[src/rtl/core/dsbh_pkg.sv]
`default_nettype none
package dsbh_pkg;

    // splitmix64 finalizer multipliers and the length salt
    localparam logic [63:0] MIX_MUL_A = 64'hbf58476d1ce4e5b9;
    localparam logic [63:0] MIX_MUL_B = 64'h94d049bb133111eb;
    localparam logic [63:0] LEN_MUL   = 64'ha0761d6478bd642f;

    localparam logic [63:0] SEED_FIRST_RESET  = 64'h243f6a8885a308d3;
    localparam logic [63:0] SEED_SECOND_RESET = 64'h13198a2e03707344;

    // input command codes
    localparam logic CMD_BEGIN = 1'b0;
    localparam logic CMD_BYTE  = 1'b1;

    // configuration register indexes
    typedef enum logic {
        REG_SEED_FIRST  = 1'b0,
        REG_SEED_SECOND = 1'b1
    } t_reg_idx;

    typedef enum logic {
        OP_INIT   = 1'b0,
        OP_ABSORB = 1'b1
    } t_op_kind;

    // one unit of work for the back end
    typedef struct packed {
        t_op_kind    kind;
        logic        rep;    // absorb the word twice
        logic        last;   // emit both lanes when done
        logic [63:0] word;   // word to absorb, or length for init
    } t_op;

    typedef struct packed {
        logic        start;
        logic        init;
        logic [63:0] word;
    } t_mix_cmd;

endpackage
`default_nettype wire

[src/rtl/core/dsbh_mix.sv]
`default_nettype none
module dsbh_mix (
    input  wire logic               i_clk,
    input  wire logic               i_rst_n,
    input  wire dsbh_pkg::t_mix_cmd i_cmd,
    input  wire logic [63:0]        i_seed,
    output logic                    o_done,
    output logic                    o_busy,
    output logic [63:0]             o_lane
);
    import dsbh_pkg::*;

    typedef enum logic [11:0] {
        M_IDLE  = 12'b000000000001,
        M_SALT0 = 12'b000000000010,
        M_SALT1 = 12'b000000000100,
        M_XSEED = 12'b000000001000,
        M_A0    = 12'b000000010000,
        M_A1    = 12'b000000100000,
        M_A2    = 12'b000001000000,
        M_MID   = 12'b000010000000,
        M_B0    = 12'b000100000000,
        M_B1    = 12'b001000000000,
        M_B2    = 12'b010000000000,
        M_FIN   = 12'b100000000000
    } t_mix_state;

    t_mix_state  r_state, n_state;
    logic [63:0] r_v, n_v;
    logic [63:0] r_acc, n_acc;
    logic [63:0] r_lane, n_lane;

    logic [31:0] mul_a, mul_b;
    logic [63:0] prod;
    logic [63:0] pre;
    logic [63:0] acc_hi_add;

    assign prod       = 64'(mul_a) * 64'(mul_b);
    assign acc_hi_add = {r_acc[63:32] + prod[31:0], r_acc[31:0]};
    assign o_done     = (r_state == M_FIN);
    assign o_busy     = (r_state != M_IDLE);
    assign o_lane     = r_lane;

    always_comb begin
        n_state = r_state;
        n_v     = r_v;
        n_acc   = r_acc;
        n_lane  = r_lane;
        mul_a   = r_v[31:0];
        mul_b   = MIX_MUL_A[31:0];
        pre     = r_lane ^ i_cmd.word;
        unique case (r_state)
            M_IDLE: begin
                if (i_cmd.start && i_cmd.init) begin
                    n_v     = {32'd0, i_cmd.word[31:0]};
                    n_state = M_SALT0;
                end else if (i_cmd.start) begin
                    n_v     = pre ^ (pre >> 30);
                    n_state = M_A0;
                end
            end
            M_SALT0: begin
                mul_b   = LEN_MUL[31:0];
                n_acc   = prod;
                n_state = M_SALT1;
            end
            M_SALT1: begin
                mul_b   = LEN_MUL[63:32];
                n_acc   = acc_hi_add;
                n_state = M_XSEED;
            end
            M_XSEED: begin
                pre     = i_seed ^ r_acc;
                n_v     = pre ^ (pre >> 30);
                n_state = M_A0;
            end
            M_A0: begin
                n_acc   = prod;
                n_state = M_A1;
            end
            M_A1: begin
                mul_b   = MIX_MUL_A[63:32];
                n_acc   = acc_hi_add;
                n_state = M_A2;
            end
            M_A2: begin
                mul_a   = r_v[63:32];
                n_acc   = acc_hi_add;
                n_state = M_MID;
            end
            M_MID: begin
                n_v     = r_acc ^ (r_acc >> 27);
                n_state = M_B0;
            end
            M_B0: begin
                mul_b   = MIX_MUL_B[31:0];
                n_acc   = prod;
                n_state = M_B1;
            end
            M_B1: begin
                mul_b   = MIX_MUL_B[63:32];
                n_acc   = acc_hi_add;
                n_state = M_B2;
            end
            M_B2: begin
                mul_a   = r_v[63:32];
                mul_b   = MIX_MUL_B[31:0];
                n_acc   = acc_hi_add;
                n_state = M_FIN;
            end
            M_FIN: begin
                n_lane  = r_acc ^ (r_acc >> 31);
                n_state = M_IDLE;
            end
            default: n_state = M_IDLE;
        endcase
    end

    always_ff @(posedge i_clk) begin
        if (!i_rst_n) begin
            r_state <= M_IDLE;
            r_lane  <= '0;
        end else begin
            r_state <= n_state;
            r_lane  <= n_lane;
        end
    end

    always_ff @(posedge i_clk) begin
        r_v   <= n_v;
        r_acc <= n_acc;
    end

endmodule
`default_nettype wire

[config.mk]
export PLATFORM = sky130hd
export DESIGN_NAME = dsbh_mix
export DESIGN_NICKNAME = d
export VERILOG_FILES = /design/src/rtl/core/dsbh_pkg.sv /design/src/rtl/core/dsbh_mix.sv
export SDC_FILE = /design/constraint.sdc
export NUM_CORES = 2
export LEC_CHECK = 0
export BUFFER_PORTS_ARGS = -buffer_cell sky130_fd_sc_hd__buf_2
export CAP_MARGIN = 0
export CORE_ASPECT_RATIO = 1.1
export CORE_MARGIN = 3
export CORE_UTILIZATION = 57
export CTS_CLUSTER_SIZE = 8
export DETAILED_ROUTE_END_ITERATION = 7
export PLACE_DENSITY = 0.8
export SLEW_MARGIN = 20
export SYNTH_ARGS = -nofsm -noshare
export SYNTH_HDL_FRONTEND = slang
export SYNTH_SLANG_ARGS = --single-unit
[constraint.sdc]
create_clock -name i_clk -period 15.4 [get_ports i_clk]
set_clock_uncertainty 0.2 [all_clocks]
set_input_delay 3.08 -clock i_clk [delete_from_list [all_inputs] [get_ports i_clk]]
set_output_delay 3.08 -clock i_clk [all_outputs]
set_load 0.02 [all_outputs]
==> results.txt <==
----------------------------------------------------
[Logic synthesis]
  Cell types with the highest counts after synthesis ... inv_1 (932), fa_1 (897), nand2_1 (600), nor2_1 (396), ha_1 (296)
  Number of standard cells after synthesis ... a little under 5,000
  Average cell area after synthesis ... ~9 sq um
  Post-Synthesis Net Count ... 6,290
  Part of the Yosys area used for sequential elements ... 11.9%
  Flops & latches, synth ... roughly 200
  Total number of yosys warnings ... 0
  EDFF count, synth ... between 100 and 150
  Most instantiated flip-flop cell in the synthesis netlist ... edfxtp_1
  Area contributors post-synth ... fa_1 (40%), edfxtp_1 (8.5%), ha_1 (8.2%)
  Count leader, synth ... inv_1
  Fraction of synthesized cell area taken by the top area cell type ... 39.7%
  Async set or reset register ratio after synthesis ... 0%
  Cell taking the most area after synthesis ... fa_1
  Mapped cell area ... 0.0452 sq mm
  Post-synthesis cell type count ... between 90 and 100

[Detailed routing]
  Post-detailed-route wirelength per cell ... 26.6 um
  Number of DRC violations after detailed-routing iteration 0 ... 4,514
  Wire length reported by the detailed router ... about 160,000 um
  DRC viols ... 0
  Vias per inst ... 6.18
  Antenna Nets Post-Route ... 0
  Detailed-route via count ... roughly 37,000
  DR pass1 iterations ... 7

[Timing]
  Final Slew Violations ... 0
  Setup repair after global routing missed its margin ... false
  Crit path time final ... 12.34 ns
  Worst Max-Slew Pin Slew ... 1.19 ns
  Max Freq ... 0.0810 GHz
  Slew margin rel. ... 20.5%
  Final Hold Viols ... 0
  Number of failing setup endpoints in the final timing report ... 0
  Share of the clock period used by the worst path after layout ... between 80% and 90%
  Aggregate negative setup slack ... 0 ns

[Global route]
  Number of global-route vias before repair ... 38,400
  Congestion Overflow GR ... 0
  Total track usage ... roughly two fifths
  Antenna violations before repair ... 2
  Largest net degree at the start of global routing ... 99
  Wire length of the first global-routing pass ... 241,000 um

[Clock network]
  CTS clk-pin slew, worst paths ... about 0.06 ns
  Clock Path Buffers ... 3
  CTS tree ... yes
  Number of H-tree branching levels ... 1
  Setup repair bufs after CTS ... 0
  Clk Latency, worst-skew pair ... ~0.57 ns
  Number of buffers added by the clock tree synthesis step ... 29
  Clock tree sinks ... between 200 and 250
  Root buf cell ... clkbuf_16
  Number of buffers added to fix hold violations after cts ... 0
  Post-CTS Resized ... 0

[Place]
  Detailed placement HPWL ... between 100,000 and 150,000 um
  Port-buffer cells ... 197
  Gp weighted congestion ... 1.10

[Worst setup path]
  Cell repeated most along the worst path ... fa_1
  Worst Setup Start Kind ... flip-flop
  Crit path DAT ... between 10 and 15 ns
  Count of cells along the worst register-to-register path ... 36
  Largest incremental delay on the critical path ... 0.90 ns
  Crit Path Category ... flip-flop to flip-flop
  Worst reg2reg path endpoint ... r_acc[61]$_DFFE_PP_
  R2R Setup Slk ... 3.06 ns
  Reg-to-reg startpoint ... r_state[0]$_SDFFE_PN1P_
  CP max FO ... 23
  CP max stage cell ... nor2_2
  Crit path capture type ... flip-flop
  Data required time of the worst path ... 15.50 ns

[Layout]
  Final net count ... between 6,000 and 7,000
  Area growth syn-to-layout ... 5.39%
  Share of post-route cells with drive strength above 1 ... around 8.5%

[Floorplanning]
  Horizontal extent of the die ... 275 um
  I/O Pins ... around 200
  Vertical die dimension ... 301 um
  Effective utilization at floorplan ... approximately 58%
  DIE AREA ... about 0.083 sq mm
  Row Count ... 107
  Placeable core region ... roughly 0.078 sq mm

[Worst hold path]
  Number of stages on the worst hold path ... 2
  Start point of the worst hold path ... o_lane[54]$_SDFFE_PN0P_
  Terminating pin of the worst hold path ... o_lane[54]$_SDFFE_PN0P_
  Hold/Removal Path Class ... flip-flop to flip-flop

[Status]
  Outcome ... complete, no violations

[Run]
  Max-cap viol count ... 0

----------------------------------------------------
## kinds of logic after synthesis
group | synth area share, %
mux | 0.866
compound gates | 10.8
buf+inv | 10.7
flops | 11.9
xor+xnor | 6.00
simple gates | 11.8
fa+ha+maj | 47.9
## worst max-delay path by stage
stage / startpoint / to / slack, ns / cells past startpoint
3_3_place_gp: r_state[0]$_SDFFE_PN1P_ / r_acc[62]$_DFFE_PP_ / 3.06 / 36
6_report: r_state[0]$_SDFFE_PN1P_ / r_acc[61]$_DFFE_PP_ / 3.06 / 36
4_1_cts: r_state[0]$_SDFFE_PN1P_ / r_acc[61]$_DFFE_PP_ / 3.41 / 38
3_5_place_dp: r_state[0]$_SDFFE_PN1P_ / r_acc[61]$_DFFE_PP_ / 3.43 / 38
5_1_grt: r_state[0]$_SDFFE_PN1P_ / r_acc[61]$_DFFE_PP_ / 2.71 / 38
2_1_floorplan: r_state[11]$_SDFFE_PN0P_ / r_acc[62]$_DFFE_PP_ / 5.47 / 38
## registers in the layout (all words and copies together) (netlist names)
signal and cells:
r_state 12, r_v 64, r_acc 64, o_lane 64
## area by class of cell
class,count,area (sq um)
multi-input combinational,3520,35100
fill,6493,30400
sequential,204,5370
inverter,956,3590
timing repair buffer,257,1440
tap,1035,1290
clock buffer,51,808
clock inverter,2,25.0
antenna,4,10.0
## placed cells by master (no fill, tap or decap), types with 26 or more instances in the layout
master,Yosys,routed
inv_1,932,932
fa_1,897,897
nand2_1,600,599
nor2_1,396,388
ha_1,296,296
o21ai_0,217,217
xnor2_1,207,207
buf_2,76,197
a21oi_1,182,181
edfxtp_1,128,128
xor2_1,100,100
dfxtp_1,76,76
and2_1,65,65
buf_4,15,60
o211a_1,56,56
a21o_1,42,42
nand3_1,42,41
a21boi_0,31,31
o21ai_1,30,30
a221oi_1,30,30
clkbuf_16,0,29
nand4_1,26,26
o221a_2,26,26
## per-layer routing
metal	routed length, um	part of all wire [%]	global-route usage, %	up-vias
li1	-	-	-	15500
met1	55900	35	50.5	18400
met2	70400	44	60.0	2735
met3	21100	13	11.3	673
met4	13100	8.2	23.9	2
met5	11	0.0069	0	-
## stage by stage
| step | setup slack, ns | utilization (%) | instances | hold WS, ns | cell area (sq um) |
|---|---|---|---|---|---|
| 6_report | 3.06 | 61.1 | 6029 | 0.296 | 47700 |
| 5_1_grt | 2.71 | 61.0 | 6025 | 0.313 | 47600 |
| 4_1_cts | 3.41 | 61.0 | 6025 | 0.295 | 47600 |
| 3_5_place_dp | 3.43 | 60.0 | 5972 | 0.287 | 46800 |
| 3_3_place_gp | 3.06 | 60.0 | 5972 | 0.278 | 46800 |
| 2_1_floorplan | 5.47 | - | 4965 | 0.363 | 45200 |
## worst max-delay path, delay by kind of cell, from the launching register on
kind            cells  cell delay, ns
compound gates      9            1.96
simple gates       11            3.73
mux                 1            0.12
buf+inv             3            0.58
xor+xnor            2            0.69
fa+ha+maj          10            4.42
flops               1            0.33
Power is left out: the tool's default activity adds up to more than one toggle a clock period on the data nets, which glitch-free logic cannot reach.
