File: config.mk
export PLATFORM = sky130hd
export DESIGN_NAME = dsbh_queue
export DESIGN_NICKNAME = d
export VERILOG_FILES = /design/src/rtl/core/dsbh_queue.sv
export SDC_FILE = /design/constraint.sdc
export NUM_CORES = 1
export LEC_CHECK = 0
export BUFFER_PORTS_ARGS = -buffer_cell sky130_fd_sc_hd__buf_4
export CORE_MARGIN = 2
export CORE_UTILIZATION = 40
export CTS_CLUSTER_DIAMETER = 100
export DETAILED_ROUTE_END_ITERATION = 10
export GPL_TIMING_DRIVEN = 1
export PLACE_DENSITY = 0.7
export SLEW_MARGIN = 10
export SYNTH_ARGS = -nofsm -noshare
export SYNTH_HDL_FRONTEND = slang
export SYNTH_SLANG_ARGS = --single-unit
File: constraint.sdc
create_clock -name i_clk -period 1.3 [get_ports i_clk]
set_input_delay 0 -clock i_clk [delete_from_list [all_inputs] [get_ports i_clk]]
set_output_delay 0 -clock i_clk [all_outputs]
set_load 0.02 [all_outputs]
File: src/rtl/core/dsbh_queue.sv
`default_nettype none
module dsbh_queue #(
    parameter int WIDTH = 8,
    parameter int DEPTH = 4
) (
    input  wire logic             i_clk,
    input  wire logic             i_rst_n,
    input  wire logic             i_wr,
    input  wire logic [WIDTH-1:0] i_wr_data,
    input  wire logic             i_rd,
    output logic      [WIDTH-1:0] o_rd_data,
    output logic                  o_full,
    output logic                  o_empty
);
    localparam int PTR_W = (DEPTH > 1) ? $clog2(DEPTH) : 1;
    localparam int CNT_W = $clog2(DEPTH + 1);

    logic [WIDTH-1:0] r_mem [DEPTH];
    logic [PTR_W-1:0] r_wr_ptr, n_wr_ptr;
    logic [PTR_W-1:0] r_rd_ptr, n_rd_ptr;
    logic [CNT_W-1:0] r_count, n_count;

    assign o_full    = (r_count == CNT_W'(DEPTH));
    assign o_empty   = (r_count == '0);
    assign o_rd_data = r_mem[r_rd_ptr];

    always_comb begin
        n_wr_ptr = r_wr_ptr;
        n_rd_ptr = r_rd_ptr;
        n_count  = r_count;
        if (i_wr) begin
            n_wr_ptr = (r_wr_ptr == PTR_W'(DEPTH - 1)) ? '0 : r_wr_ptr + 1'b1;
        end
        if (i_rd) begin
            n_rd_ptr = (r_rd_ptr == PTR_W'(DEPTH - 1)) ? '0 : r_rd_ptr + 1'b1;
        end
        if (i_wr && !i_rd) begin
            n_count = r_count + 1'b1;
        end else if (i_rd && !i_wr) begin
            n_count = r_count - 1'b1;
        end
    end

    always_ff @(posedge i_clk) begin
        if (!i_rst_n) begin
            r_wr_ptr <= '0;
            r_rd_ptr <= '0;
            r_count  <= '0;
        end else begin
            r_wr_ptr <= n_wr_ptr;
            r_rd_ptr <= n_rd_ptr;
            r_count  <= n_count;
        end
    end

    always_ff @(posedge i_clk) begin
        if (i_wr) begin
            r_mem[r_wr_ptr] <= i_wr_data;
        end
    end

endmodule
`default_nettype wire

==> results of run 1 <==
[cells in the final DEF (no fill, tap or decap), types with 5 or more instances in the layout]
| master | synthesis | routed |
|---|---|---|
| edfxtp_1 | 32 | 32 |
| buf_4 | 0 | 28 |
| buf_6 | 1 | 10 |
| dlygate4sd3_1 | 0 | 9 |
| mux4_2 | 8 | 8 |
| ha_1 | 6 | 6 |
| and2_1 | 5 | 5 |
| nor2b_1 | 5 | 5 |
| dfxtp_1 | 9 | 5 |
| clkbuf_8 | 0 | 5 |
[sequential cells by signal, indices dropped and copies added, names as in the netlist, named ones only]
register and flops:
r_count 3, r_rd_ptr 2, r_wr_ptr 2, r_mem 32
[kinds of logic after synthesis]
group                    synth area share (%)
AO/OA/AOI/OAI                            1.24
XOR/XNOR                                 1.08
adder cells (fa/ha/maj)                  5.89
buffers and inverters                    1.94
flip-flops                               70.6
multiplexers                             13.6
AND/OR/NAND/NOR                          5.58
[routing by layer]
| layer | share of wire, % | up-vias | wire, µm | track usage [%] |
|---|---|---|---|---|
| met3 | 4.6 | 7 | 127 | 4.83 |
| met5 | 0 | - | 0 | 0 |
| met1 | 40 | 446 | 1100 | 15.2 |
| met4 | 1.6 | 0 | 44 | 6.12 |
| li1 | - | 427 | - | - |
| met2 | 54 | 22 | 1490 | 25.4 |
[repair_timing]
action,4_1_cts,5_1_grt
gates resized for setup,11,1
hold buffers,9,0
endpoints found under the setup margin,9,19
buffers inserted,0,0
pin swaps,1,0
hold endpoints to repair,38,0
[power by group]
| group | switching [mW] | leakage [nW] | internal (mW) |
|---|---|---|---|
| Combinational | 0.225 | 0.418 | 0.277 |
| Clock | 0.423 | 0.0439 | 0.370 |
| Sequential | 0.0360 | 0.369 | 1.49 |
[final timing paths]
| kind | slack, ps | cells after the start | to |
|---|---|---|---|
| min reg2reg | 510 | 2 | r_count[2]$_SDFFE_PN0P_ |
| max reg2reg | -40 | 4 | r_count[2]$_SDFFE_PN0P_ |
| min | 140 | 4 | r_wr_ptr[1]$_SDFFE_PN0P_ |
| max | -140 | 3 | o_rd_data[6] |
[worst max-delay path: stages, from the launching register on]
cell and delay [ps]:
dfxtp_2 350, buf_6 130, mux4_2 520, buf_6 150
[area by class of cell]
| type | instances | area, µm² |
|---|---|---|
| multi-input combinational | 39 | 445 |
| tap | 50 | 62.6 |
| inverter | 4 | 15.0 |
| sequential | 41 | 1150 |
| fill | 319 | 1770 |
| clock inverter | 3 | 17.5 |
| clock buffer | 5 | 68.8 |
| timing repair buffer | 47 | 413 |
==> results.cfg, run 1 <==
[run_status]
status = complete, but fails checks
failed_checks = setup timing

[global_route]
grt_usage_pct = 14.2
grt_pass1_vias = 973
grt_overflow = 0
antenna_found_initial = 0
grt_pass1_wl_um = 4510
grt_start_max_net_pins = 14

[power]
peakVddDrop_uv = 580
pwr_density_cell_mw_per_mm2 = 1300
leakagePower_nw = 0.831
total_power_mw = 2.82

[min_path]
hold_start = i_wr
min_path_type = in -> reg

[clock_network]
cts.sinks = 41
cts_root_buffer = clkbuf_8
cts_tree = done
insertion_delay_ps = 290
htree_levels = 2
clk_pin_slew_ps = 80
numCtsBuffers = 5
cts.path.max_buffers = 2

[synth]
yosys-top-cells-count = edfxtp_1, dfxtp_1, mux4_2
synthesis.nets = 105
yosysMostFrequentCell = edfxtp_1
syn_inst = 86
synth-seq-cells = 41
yosysWarnings = 0
synth_edf_count = 32
synth_top_area_share_pct = 59.5
synthTopCellsByArea = edfxtp_1, dfxtp_1, mux4_2, ha_1, mux2i_1
syn_area_mm2 = 0.00162
synth_ff_type = edfxtp_1
synth_top_cell_by_area = edfxtp_1
synth_cell_types = 20
syn_avg_cell_area_um2 = 18.8
ys_seq_area_share_pct = 70.6
async_reset_ff_share_pct = 0

[sta]
fin_worst_skew_ps = 6.19
rsz0062_at_grt = true
setup_viol = 9
finalHoldViolations = 0
layout_min_cycle_time_ps = 1440
max_freq_ghz = 0.696
setup_ws_ps = -138
tightest_slew_ps = 184
period_share_pct = 111
setup-tns-final_ps = -1010
whs_ps = 136
drv_slew = 0
max_slew_margin_pct = 87.7

[place]
place_ws_ps = -180
hpwl_um = 2020
place_area_mm2 = 0.00195
gp_congestion = 0.670
numPortBuffers = 21
dp_cells = 172

[setup_path]
regToRegStartpoint = r_count[1]$_SDFFE_PN0P_
worstPathMaxFanout = 4
end_kind = output pin
arrival_ps = 1440
start_kind = register
cp.required_ps = 1300
worst-setup-path-type = reg -> out

[layout]
fin_area_mm2 = 0.00217
stdcell_count = 189
diodes = 0
drive_above_1_share_pct = 42.4
finalNetCount = 157
area_growth_pct = 34.2
post-route-util_pct = 55.0

[drt]
drt-total-wl_um = 2760
first_iter_violations = 28
drc = 0
dr_total_vias = 902
routedWlPerCell_um = 14.6
vias_per_cell = 4.77
firstDrtPassIters = 2
ant_nets = 0

[floorplanning]
num_io_pins = 22
die_x_um = 67.5
start_util_pct = 41.0
fp.coreArea_mm2 = 0.00394
fp-row-count = 23
dieHeight_um = 67.5
die_area_mm2 = 0.00456

[run]
max_cap_viol_count = 0
No activity file was read; power rests on OpenSTA's default activity.
==> run 2: changes to the inputs <==
Settings changed: CORE_ASPECT_RATIO set to 1.1, PLACE_DENSITY 0.7 to 0.68.
Clock period 1.3 ns to 1.6 ns, I/O delays scaled along.
==> run 2 against run 1 <==
The run now ends clean. Die area is essentially flat. Critical path depth did not move. Sequential power shrank 18%. Register-to-register slack improved by 180 ps. Global-route usage is 2.0 points lower. Setup slack gained 230 ps. Highest routed layer is now met3. Sequential cell count unchanged. Sequential share of layout area grew 4.2 points. Via count fell by 8.9%. Cell area shrank 7.7%. Clock-buffer cell count increased by 2.
==> results.cfg, run 2 (same netlist as run 1, synthesis figures left out) <==
[drt]
firstDrtPassIters = 4
vias_per_cell = 4.70
drt-total-wl_um = 2540
first_iter_violations = 13
routedWlPerCell_um = 14.5
ant_nets = 0
drc = 0
dr_total_vias = 822

[sta]
fin_worst_skew_ps = 5.35
rsz0062_at_grt = false
drv_slew = 0
setup-tns-final_ps = 0
max_freq_ghz = 0.663
layout_min_cycle_time_ps = 1510
finalHoldViolations = 0
setup_ws_ps = 91.1
setup_viol = 0
period_share_pct = 94.3
tightest_slew_ps = 448
max_slew_margin_pct = 70.1

[power]
pwr_density_cell_mw_per_mm2 = 1100
leakagePower_nw = 0.734
peakVddDrop_uv = 568

[global_route]
antenna_found_initial = 0
grt_pass1_wl_um = 4130
grt_overflow = 0
grt_usage_pct = 12.2
grt_pass1_vias = 883
grt_start_max_net_pins = 13

[clock_network]
cts.sinks = 41
cts_tree = done
cts_resized = 0
htree_levels = 2
insertion_delay_ps = 280
clk_pin_slew_ps = 70
cts.path.max_buffers = 2
numCtsBuffers = 5
cts_root_buffer = clkbuf_8

[floorplanning]
fp.coreArea_mm2 = 0.00393
start_util_pct = 41.1
die_area_mm2 = 0.00456
num_io_pins = 22
dieHeight_um = 70.7
fp-row-count = 24
die_x_um = 64.6

[layout]
finalNetCount = 141
area_growth_pct = 23.9
layout_common_cells = edfxtp_1, buf_4, dfxtp_1, dlygate4sd3_1, mux4_2
diodes = 0
top_register = r_mem
largest_reg_flops = 32
final_common_cell = edfxtp_1
top_regs = r_mem x32, r_count x3
drive_above_1_share_pct = 29.3
stdcell_count = 175

[run]
max_cap_viol_count = 0

[place]
gp_congestion = 0.678
numPortBuffers = 21
place_ws_ps = 109
dp_cells = 158
hpwl_um = 1770

[run_status]
status = finished, final reports clean

[setup_path]
cp.required_ps = 1600
regToRegStartpoint = r_count[0]$_SDFFE_PN0P_
worstPathMaxFanout = 8
timing.rr.end = r_count[2]$_SDFFE_PN0P_
start_kind = register
reg2reg_depth = 4
crit_top_cell = buf_4
worst_path_max_delay_cell = mux4_2
crit_path_cell_trace = buf_4, mux4_2, buf_4
arrival_ps = 1510
end_kind = output pin
worst_path_largest_cell_delay_ps = 540
worst-setup-path-type = reg -> out
reg2reg_slack_ps = 140

[min_path]
min_path_cells = 3
min_to = r_wr_ptr[0]$_SDFFE_PN0P_
hold_start = i_wr
min_path_type = in -> reg
[run 2: routing by layer]
| metal | GRT usage (%) | part of all wire, % |
|---|---|---|
| met2 | 21.4 | 51 |
| met4 | 2.84 | 0 |
| met1 | 14.2 | 43 |
| met3 | 4.61 | 5.3 |
| met5 | 0 | 0 |
[run 2: worst max-delay path, delay by kind of cell (launching register included)]
| kind | cells | cell delay, ps |
|---|---|---|
| buffers and inverters | 2 | 380 |
| flip-flops | 1 | 320 |
| multiplexers | 1 | 540 |
[run 2: worst max-delay path by stage]
stage                                    endpoint  slack, ps                    start  depth (start not counted)
after detailed placement  r_count[2]$_SDFFE_PN0P_        110                     i_rd                          8
final                                o_rd_data[5]         90                 register                          3
after CTS                            o_rd_data[5]         70                 register                          3
after global placement    r_count[2]$_SDFFE_PN0P_        170                     i_rd                          8
after floorplan           r_count[2]$_SDFFE_PN0P_        210  r_count[0]$_SDFFE_PN0P_                          4
after global routing                 o_rd_data[5]          7                 register                          3
[run 2: cell type report]
type / count / area, µm²
well taps: 52 / 65.1
flip-flops and latches: 41 / 1140
fillers: 336 / 1930
inverters: 4 / 15.0
clock buffers: 7 / 76.3
multi-input cells: 39 / 443
repair buffers: 31 / 255
clock inverters: 1 / 5.00
[run 2: stage by stage]
step                util, %  power, mW  area, µm²  hold WS [ps]
floorplan                 -       1.46       1620          98.9
global placement       46.5       1.58       1830           200
detailed placement     46.5       1.59       1830           205
CTS                    50.9       2.22       2000          46.7
global route           50.9       2.30       2000          68.6
finish                 50.9       2.20       2000          51.8
[run 2: where the power goes]
group | internal (mW) | switching (mW) | leakage (nW)
sequential | 1.21 | 0.0379 | 0.368
combinational | 0.170 | 0.160 | 0.324
clock | 0.306 | 0.315 | 0.0422
[run 2: timing repair]
item / in CTS / in global routing
hold buffers: 9 / 0
endpoints found under the hold margin: 38 / 0
buffers inserted: 0 / 0
