==> src/rtl/core/dsbh_pkg.sv <==
`default_nettype none
package dsbh_pkg;

    // splitmix64 finalizer multipliers and the length salt
    localparam logic [63:0] MIX_MUL_A = 64'hbf58476d1ce4e5b9;
    localparam logic [63:0] MIX_MUL_B = 64'h94d049bb133111eb;
    localparam logic [63:0] LEN_MUL   = 64'ha0761d6478bd642f;

    localparam logic [63:0] SEED_FIRST_RESET  = 64'h243f6a8885a308d3;
    localparam logic [63:0] SEED_SECOND_RESET = 64'h13198a2e03707344;

    // input command codes
    localparam logic CMD_BEGIN = 1'b0;
    localparam logic CMD_BYTE  = 1'b1;

    // configuration register indexes
    typedef enum logic {
        REG_SEED_FIRST  = 1'b0,
        REG_SEED_SECOND = 1'b1
    } t_reg_idx;

    typedef enum logic {
        OP_INIT   = 1'b0,
        OP_ABSORB = 1'b1
    } t_op_kind;

    // one unit of work for the back end
    typedef struct packed {
        t_op_kind    kind;
        logic        rep;    // absorb the word twice
        logic        last;   // emit both lanes when done
        logic [63:0] word;   // word to absorb, or length for init
    } t_op;

    typedef struct packed {
        logic        start;
        logic        init;
        logic [63:0] word;
    } t_mix_cmd;

endpackage
`default_nettype wire

==> src/rtl/core/dsbh_front.sv <==
`default_nettype none
module dsbh_front (
    input  wire logic        i_clk,
    input  wire logic        i_rst_n,
    input  wire logic        i_accept,
    input  wire logic        i_cmd,
    input  wire logic [31:0] i_msg_length,
    input  wire logic [7:0]  i_data_byte,
    output logic             o_op_valid,
    output dsbh_pkg::t_op    o_op
);
    import dsbh_pkg::*;

    logic        r_open, n_open;
    logic [31:0] r_left, n_left;
    logic [63:0] r_wbuf, n_wbuf;
    logic [63:0] r_win, n_win;
    logic [3:0]  r_pos, n_pos;

    logic [63:0] wbuf_add;
    logic [63:0] win_add;
    logic [3:0]  pos_add;
    logic        word_done;
    logic        msg_end;

    always_comb begin
        wbuf_add  = r_wbuf | ({56'd0, i_data_byte} << {r_pos[2:0], 3'b000});
        win_add   = {i_data_byte, r_win[63:8]};
        pos_add   = r_pos + 4'd1;
        word_done = (pos_add[2:0] == 3'd0);
        msg_end   = (r_left == 32'd1);

        n_open     = r_open;
        n_left     = r_left;
        n_wbuf     = r_wbuf;
        n_win      = r_win;
        n_pos      = r_pos;
        o_op_valid = 1'b0;
        o_op       = '{kind: OP_ABSORB, rep: 1'b0, last: 1'b0, word: wbuf_add};

        if (i_accept && i_cmd == CMD_BEGIN) begin
            o_op_valid = 1'b1;
            o_op.kind  = OP_INIT;
            o_op.last  = (i_msg_length == 32'd0);
            o_op.word  = {32'd0, i_msg_length};
            n_open     = (i_msg_length != 32'd0);
            n_left     = i_msg_length;
            n_wbuf     = '0;
            n_win      = '0;
            n_pos      = '0;
        end else if (i_accept && r_open) begin
            n_left = r_left - 32'd1;
            n_win  = win_add;
            n_pos  = pos_add;
            n_wbuf = word_done ? '0 : wbuf_add;
            if (msg_end) begin
                // tail: at exactly 8 mod 16 the window equals the word just closed
                o_op_valid = 1'b1;
                o_op.last  = 1'b1;
                o_op.rep   = (pos_add == 4'd8);
                if (pos_add[3] && pos_add != 4'd8) begin
                    o_op.word = win_add;
                end
                n_open = 1'b0;
                n_wbuf = '0;
                n_win  = '0;
                n_pos  = '0;
            end else if (word_done) begin
                o_op_valid = 1'b1;
            end
        end
    end

    always_ff @(posedge i_clk) begin
        if (!i_rst_n) begin
            r_open <= 1'b0;
            r_left <= '0;
            r_wbuf <= '0;
            r_win  <= '0;
            r_pos  <= '0;
        end else begin
            r_open <= n_open;
            r_left <= n_left;
            r_wbuf <= n_wbuf;
            r_win  <= n_win;
            r_pos  <= n_pos;
        end
    end

endmodule
`default_nettype wire

==> config.mk <==
export PLATFORM = sky130hd
export DESIGN_NAME = dsbh_front
export DESIGN_NICKNAME = d
export VERILOG_FILES = /design/src/rtl/core/dsbh_pkg.sv /design/src/rtl/core/dsbh_front.sv
export SDC_FILE = /design/constraint.sdc
export NUM_CORES = 1
export LEC_CHECK = 0
export ABC_AREA = 1
export BUFFER_PORTS_ARGS = -buffer_cell sky130_fd_sc_hd__buf_2
export CAP_MARGIN = 10
export CORE_UTILIZATION = 35
export DETAILED_ROUTE_END_ITERATION = 12
export SETUP_SLACK_MARGIN = 0.3
export SYNTH_ARGS = -nofsm -noshare
export SYNTH_HDL_FRONTEND = slang
export SYNTH_SLANG_ARGS = --single-unit
==> constraint.sdc <==
create_clock -name i_clk -period 5.9 [get_ports i_clk]
set_input_delay 0.885 -clock i_clk [delete_from_list [all_inputs] [get_ports i_clk]]
set_output_delay 0.885 -clock i_clk [all_outputs]
set_load 0.005 [all_outputs]
==> results of run 1 <==
==> worst max-delay path: cells and delay by family (launching register included) <==
kind                   cells  cell delay (ns)
flip-flops                 1             0.81
AO/OA/AOI/OAI              1             0.11
AND/OR/NAND/NOR            5             1.28
buffers and inverters      3             1.16
XOR/XNOR                   1             0.27
==> final timing paths <==
check                               from         end  slack [ns]
worst max-delay path            r_pos[1]    o_op[42]        0.93
worst min-delay path            r_win[8]    r_win[8]        0.46
worst max register to register  r_pos[1]  r_wbuf[24]        3.30
worst min register to register  r_win[8]    r_win[8]        0.46
==> cells in the mapped netlist (all sizes together) <==
| library cell | instances | share of area, % |
|---|---|---|
| a31oi | 22 | 1.6 |
| clkinv | 2 | 0.085 |
| nor4 | 2 | 0.14 |
| xnor2 | 7 | 0.78 |
| nand3b | 72 | 6.1 |
| o211ai | 1 | 0.085 |
| o21ai | 35 | 2.0 |
| a21o | 15 | 1.3 |
| a21oi | 168 | 9.6 |
| inv | 78 | 3.3 |
| o21bai | 8 | 0.68 |
| ha | 4 | 0.57 |
| and3 | 1 | 0.071 |
| dfxtp | 157 | 36 |
| nor2 | 164 | 7.1 |
| or2 | 2 | 0.14 |
| nand2 | 436 | 19 |
| nor3 | 21 | 1.3 |
| buf | 23 | 1.6 |
| o221ai | 1 | 0.10 |
| nand3 | 77 | 4.4 |
| nand4 | 8 | 0.57 |
| clkbuf | 68 | 2.9 |
| xor2 | 11 | 1.1 |
==> power by group <==
part           switching (mW)  internal [mW]
combinational           0.241          0.100
sequential             0.0184           1.08
clock                   0.515          0.562
total                   0.774           1.74
==> per-stage QoR <==
step | utilization, % | instance area, um^2 | instances
final | 41.2 | 10100 | 1774
after floorplan | - | 8800 | 1383
after detailed placement | 38.9 | 9510 | 1742
after global routing | 41.2 | 10100 | 1774
after CTS | 41.2 | 10100 | 1774
after global placement | 38.9 | 9510 | 1742
==> sequential cells by signal (all words and copies together), names as in the netlist <==
register  count
r_open        1
r_pos         4
r_left       32
r_win        56
r_wbuf       64
==> cells by family after synthesis <==
kind of cell             Yosys count
flip-flops                       157
XOR/XNOR                          18
AO/OA/AOI/OAI                    250
buffers and inverters            171
AND/OR/NAND/NOR                  783
adder cells (fa/ha/maj)            4
==> cells in the final DEF, fill, tap and decap left out, types with 2 or more instances in the layout <==
cell / Yosys / final
nand2_1: 434 / 431
a21oi_1: 167 / 167
nor2_1: 161 / 158
dfxtp_1: 157 / 157
buf_2: 15 / 111
inv_1: 78 / 77
nand3_1: 76 / 76
nand3b_1: 72 / 72
o21ai_0: 35 / 35
a31oi_1: 22 / 22
nor3_1: 20 / 20
clkbuf_16: 0 / 17
a21o_1: 15 / 15
buf_4: 1 / 15
xor2_1: 11 / 11
o21bai_1: 8 / 8
nand4_1: 8 / 8
inv_6: 0 / 8
xnor2_1: 6 / 6
ha_1: 4 / 4
nor2_4: 1 / 3
nor2_2: 2 / 3
nand2_2: 2 / 3
clkinv_1: 2 / 3
inv_8: 0 / 3
nand2_4: 0 / 2
or2_2: 2 / 2
nor4_1: 2 / 2
clkinvlp_4: 0 / 2
==> layer usage <==
layer	share of wire, %	wire length (um)	track usage (%)	up-vias
met3	5.6	1700	3.18	44
met4	2.1	626	6.88	2
met1	46	13800	32.3	4491
met2	47	14200	37.5	352
li1	-	-	-	4606
met5	0.043	13	0	-
==> layout make-up <==
type / instances / area, um^2
clock buffers: 17 / 425
clock inverters: 15 / 144
fillers: 2639 / 14400
inverters: 80 / 300
multi-input cells: 1055 / 4990
flip-flops and latches: 157 / 3140
well taps: 324 / 405
repair buffers: 126 / 668
==> key figures, run 1 <==
Run status
  – Status: completed

Worst setup path
  – CP Max Fanout: 49
  – Cells on worst reg2reg path: 5
  – Critical path class: reg2out
  – Crit-path cells: nand3_2 -> xnor2_2 -> nand2_1 -> a21oi_2 -> buf_4 -> nand2_2 -> inv_1 -> nor2_1 -> nor2_1 -> buf_2
  – CP most frequent cell: nor2_1
  – CP max stage delay: 0.81 ns
  – CP Launch Type: register
  – CP endpoint kind: primary output
  – Critical-path top delay cell: dfxtp_1
  – CP Data Arrival Time: 4.08 ns
  – CP required: 5.02 ns

Pwr
  – P_leak: 4.46 nW
  – Max IR drop VDD: 121 uV
  – Cell Pwr Density: 249 mW/mm^2
  – Final total power: 2.51 mW

Worst hold path
  – Hold Path Depth: 2
  – Min-Delay Path Class: reg2reg

STA
  – Unrepaired setup endpoints after global routing: no
  – Final setup margin: 0.934 ns
  – Max-Slew Margin vs Limit: 30.1%
  – Final setup viols: 0
  – Max Clock Skew: 0.00900 ns
  – Crit share post-route: 84.2%
  – WHS: 0.464 ns
  – FMAX: 201 MHz
  – Least-Margin Pin Slew: 1.05 ns
  – Hold Vio Cnt, Final: 0
  – Setup TNS Final: 0 ns
  – Min Clock Period, post-route: 4.97 ns
  – Pins over their slew limit: 0

Synth
  – Synth Register Bits: 157
  – Main combinational cell family by area after synthesis: simple AND/OR/NAND/NOR gates
  – Avg Inst Size Synth: 6.36 um^2
  – Post-synthesis sequential area ratio: 35.7%
  – Post-Syn Instances: 1383
  – Synthesized area: 0.00880 mm^2
  – Synthesis Warnings: 0
  – Compound-gate portion of the synthesized area: 15.3%
  – Mux contribution to synthesized area: 0%
  – Post-Synth Simple-Gate Area: 38.6%
  – Syn Nets: 1431
  – Yosys cell types: 35
  – Adder and majority gate portion of the synthesized area: 0.569%
  – Synth Area in XOR/XNOR: 1.88%

Floorplan
  – Chip width: 161 um
  – Die footprint: 0.0258 mm^2
  – Row count: 57
  – Starting Density: 36.0%
  – Core Box Area: 0.0245 mm^2
  – Die Y: 161 um
  – I/O pin cnt: 112

Global routing
  – Global-route wire length before repair: 47.0 mm
  – Antenna violations before repair: 1
  – Gr ovfl total: 0
  – Gr usage total: 23.3%
  – Pin count of the biggest net entering global routing: 89
  – Vias in the first global route: 8235

Finish
  – Layout cells sized above 1: 12.1%
  – Syn-to-layout area delta: 14.6%
  – Final net count: 1485
  – Ant. Diodes: 0

Drt
  – First-pass DRT Iterations: 5
  – DR vias/cell: 5.35
  – Vias: 9495
  – Drt wl/cell: 17.1 um
  – 1st-iter DRT viols: 1109
  – DRC viols: 0
  – DRT Wirelength: 30.4 mm
  – Antenna Nets Post-Route: 0

CTS
  – CTS tree: yes
  – Total CTS buffers: 17
  – CTS max path bufs: 2
  – Post_cts resized: 0
  – Root buffer cell: clkbuf_16
  – Cts hold-fix bufs: 0
  – Worst-Skew Late Latency: 0.43 ns
  – CTS Sinks: 157
  – CTS H-tree depth: 4
  – Post-CTS setup buffers: 0
  – Worst-path clk slew: 0.07 ns

Place
  – HPWL Detailed: 21.1 mm
  – GPL Wtd Cong: 0.943
  – DP Worst Slack: 1.33 ns
  – Number of I/O port buffers: 111

Job
  – Maxcap violations: 0
Power figures use the tool's default switching activity.
==> run 2: changes to the inputs <==
clock period = 5 ns   (was 5.9 ns; I/O delays follow)
==> run 2 against run 1 <==
Wire length is 2.1% higher. Critical path depth unchanged. Flip-flop and latch count stayed put. Combinational power grew 19%. Global-route usage is 0.71 points higher. Largest cell class unchanged. Largest power group is now the clock network.
==> key figures, run 2 (same netlist as run 1, synthesis figures left out) <==
Finish
  – Area taken by multi-input logic gates: 0.00500 mm^2 (+0.10%)
  – Layout cells sized above 1: 12.2% (+0.13 points)
  – Max reg flops: 64 (unchanged)
  – Fin cells: 1775 (+0.056%)
  – Register Area: 0.00314 mm^2 (unchanged)
  – Top flop regs: r_wbuf x64, r_win x56, r_left x32
  – Syn-to-layout area delta: 14.9%
  – Most flop-heavy register: r_wbuf
  – Fillers: 2619 (-0.76%)
  – Commonest non-fill, non-tap cell in the layout: nand2_1
  – Design Area, Final: 0.0101 mm^2 (+0.30%)
  – Final net count: 1486 (+0.067%)
  – Ant. Diodes: 0 (unchanged)
  – Most frequent cells in the layout: 431 x nand2_1, 167 x a21oi_1, 158 x nor2_1

Worst setup path
  – Worst reg-to-reg setup slack: 2.29 ns (-1.01 ns)
  – Critical path class: reg2out
  – R2R Path End: r_wbuf[19]
  – CP Launch Type: register
  – Worst r2r src: r_pos[2]
  – Worst path top cell family by delay: buffers and inverters
  – Crit path buf inv count: 4 (+1)
  – CP Max Fanout: 35 (-29%)
  – CP endpoint kind: primary output
  – CP Data Arrival Time: 3.39 ns (-0.69 ns)
  – Critical-path top delay cell: dfxtp_1
  – Crit-path cells: ha_1 -> ha_1 -> inv_1 -> a21oi_2 -> buf_4 -> nand2_4 -> clkinvlp_4 -> nor2_1 -> nor2_1 -> buf_2
  – CP required: 4.25 ns (-0.77 ns)
  – CP Launch Point: r_pos[1]
  – Cells on worst reg2reg path: 5 (unchanged)
  – CP max stage delay: 0.75 ns (-0.06 ns)

STA
  – Max-Slew Margin vs Limit: 27.0% (-3.1 points)
  – Pins over their slew limit: 0 (unchanged)
  – Final setup viols: 0 (unchanged)
  – Setup TNS Final: 0 ns (unchanged)
  – Crit share post-route: 82.9%
  – Hold Vio Cnt, Final: 0 (unchanged)
  – Least-Margin Pin Slew: 1.09 ns (+0.0466 ns)
  – Max Clock Skew: 0.0169 ns (+0.00785 ns)
  – Min Clock Period, post-route: 4.14 ns
  – FMAX: 241 MHz
  – Unrepaired setup endpoints after global routing: no

Global routing
  – Antenna violations before repair: 0 (-1)
  – Gr ovfl total: 0 (unchanged)
  – Pin count of the biggest net entering global routing: 87 (-2.2%)
  – Vias in the first global route: 8431 (+2.4%)
  – Gr usage total: 24.0% (+0.71 points)
  – Global-route wire length before repair: 48.0 mm (+2.1%)

Pwr
  – P_leak: 4.48 nW (+0.56%)
  – Cell Pwr Density: 297 mW/mm^2 (+19%)
  – Max IR drop VDD: 207 uV (+70%)

Floorplan
  – I/O pin cnt: 112 (unchanged)
  – Starting Density: 36.0% (unchanged)
  – Core Box Area: 0.0245 mm^2 (unchanged)
  – Chip width: 161 um (unchanged)
  – Die Y: 161 um (unchanged)
  – Die footprint: 0.0258 mm^2 (unchanged)
  – Row count: 57 (unchanged)

Drt
  – DRC viols: 0 (unchanged)
  – Vias: 9373 (-1.3%)
  – DRT Wirelength: 31.1 mm (+2.1%)
  – Drt wl/cell: 17.5 um (+2.1%)
  – DR vias/cell: 5.28 (-1.3%)
  – 1st-iter DRT viols: 909 (-18%)
  – Antenna Nets Post-Route: 0 (unchanged)
  – First-pass DRT Iterations: 5 (unchanged)

CTS
  – Total CTS buffers: 17 (unchanged)
  – CTS Sinks: 157 (unchanged)
  – Root buffer cell: clkbuf_16
  – CTS H-tree depth: 4 (unchanged)
  – Cts hold-fix bufs: 0 (unchanged)
  – CTS tree: yes
  – CTS max path bufs: 2 (unchanged)
  – Worst-Skew Late Latency: 0.45 ns (+0.02 ns)
  – Post-CTS setup buffers: 0 (unchanged)
  – Worst-path clk slew: 0.07 ns (about the same)
  – Post_cts resized: 0 (unchanged)

Place
  – Dpl cells: 1743 (+0.057%)
  – Cell area after placement: 0.00952 mm^2 (about the same)
  – Number of I/O port buffers: 111 (unchanged)
  – HPWL Detailed: 22.0 mm (+4.2%)
  – GPL Wtd Cong: 0.999 (+6.0%)

Worst hold path
  – Hold_sp: r_win[9]
  – Min-Delay Path Class: reg2reg
  – Hold Path End: r_win[9]
  – Hold Path Depth: 2 (unchanged)

Job
  – Maxcap violations: 0 (unchanged)

Run status
  – Status: completed
==> run 2: cell count changes in the layout (fill, tap and decap cells not counted), sizes merged <==
cell / change
buf: +1
clkinv: +2
clkinvlp: -1
inv: -1
==> run 2: final cells by class <==
| type | count | share of cell area (%) |
|---|---|---|
| well taps | 324 | 4.01 |
| flip-flops and latches | 157 | 31.1 |
| clock buffers | 17 | 4.21 |
| clock inverters | 15 | 1.56 |
| multi-input cells | 1055 | 49.4 |
| repair buffers | 127 | 6.68 |
| inverters | 80 | 3.01 |
==> run 2: report_power, final <==
group	leakage (nW)	internal, mW	switching (mW)	total [mW]
Combinational	2.92	0.118	0.288	0.407
Sequential	1.27	1.27	0.0224	1.29
Clock	0.290	0.671	0.631	1.30
Total	4.48	2.06	0.942	3.00
==> run 2: layer usage <==
metal | track usage, % | up-vias | part of all wire (%)
met5 | 0 | - | 0
met4 | 10.6 | 0 | 3.4
met3 | 3.51 | 52 | 5.8
met2 | 37.0 | 328 | 45
met1 | 33.2 | 4380 | 46
li1 | - | 4613 | -
==> run 2: through the flow <==
stage | hold slack [ns] | power, mW | setup slack, ns | utilization [%]
after global routing | 0.475 | 3.11 | 0.613 | 41.3
final | 0.464 | 3.00 | 0.856 | 41.3
after global placement | 0.447 | 1.72 | 1.13 | 38.9
after detailed placement | 0.452 | 1.72 | 1.04 | 38.9
after CTS | 0.462 | 3.00 | 0.546 | 41.3
after floorplan | 0.435 | 1.58 | 2.49 | -
==> run 2: worst reg2reg max path, cell delays in order, from the launching register on <==
cell and delay, ns:
dfxtp_1 0.65, buf_4 0.32, clkinv_1 0.69, a21oi_1 0.65, nand3b_1 0.18, a21oi_1 0.07
==> run 2: worst max path at each step <==
stage	to	cells after the start
2_1_floorplan	o_op[24]	10
3_3_place_gp	o_op[42]	10
3_5_place_dp	o_op[45]	10
4_1_cts	o_op[39]	10
5_1_grt	o_op[29]	11
6_report	o_op[39]	10
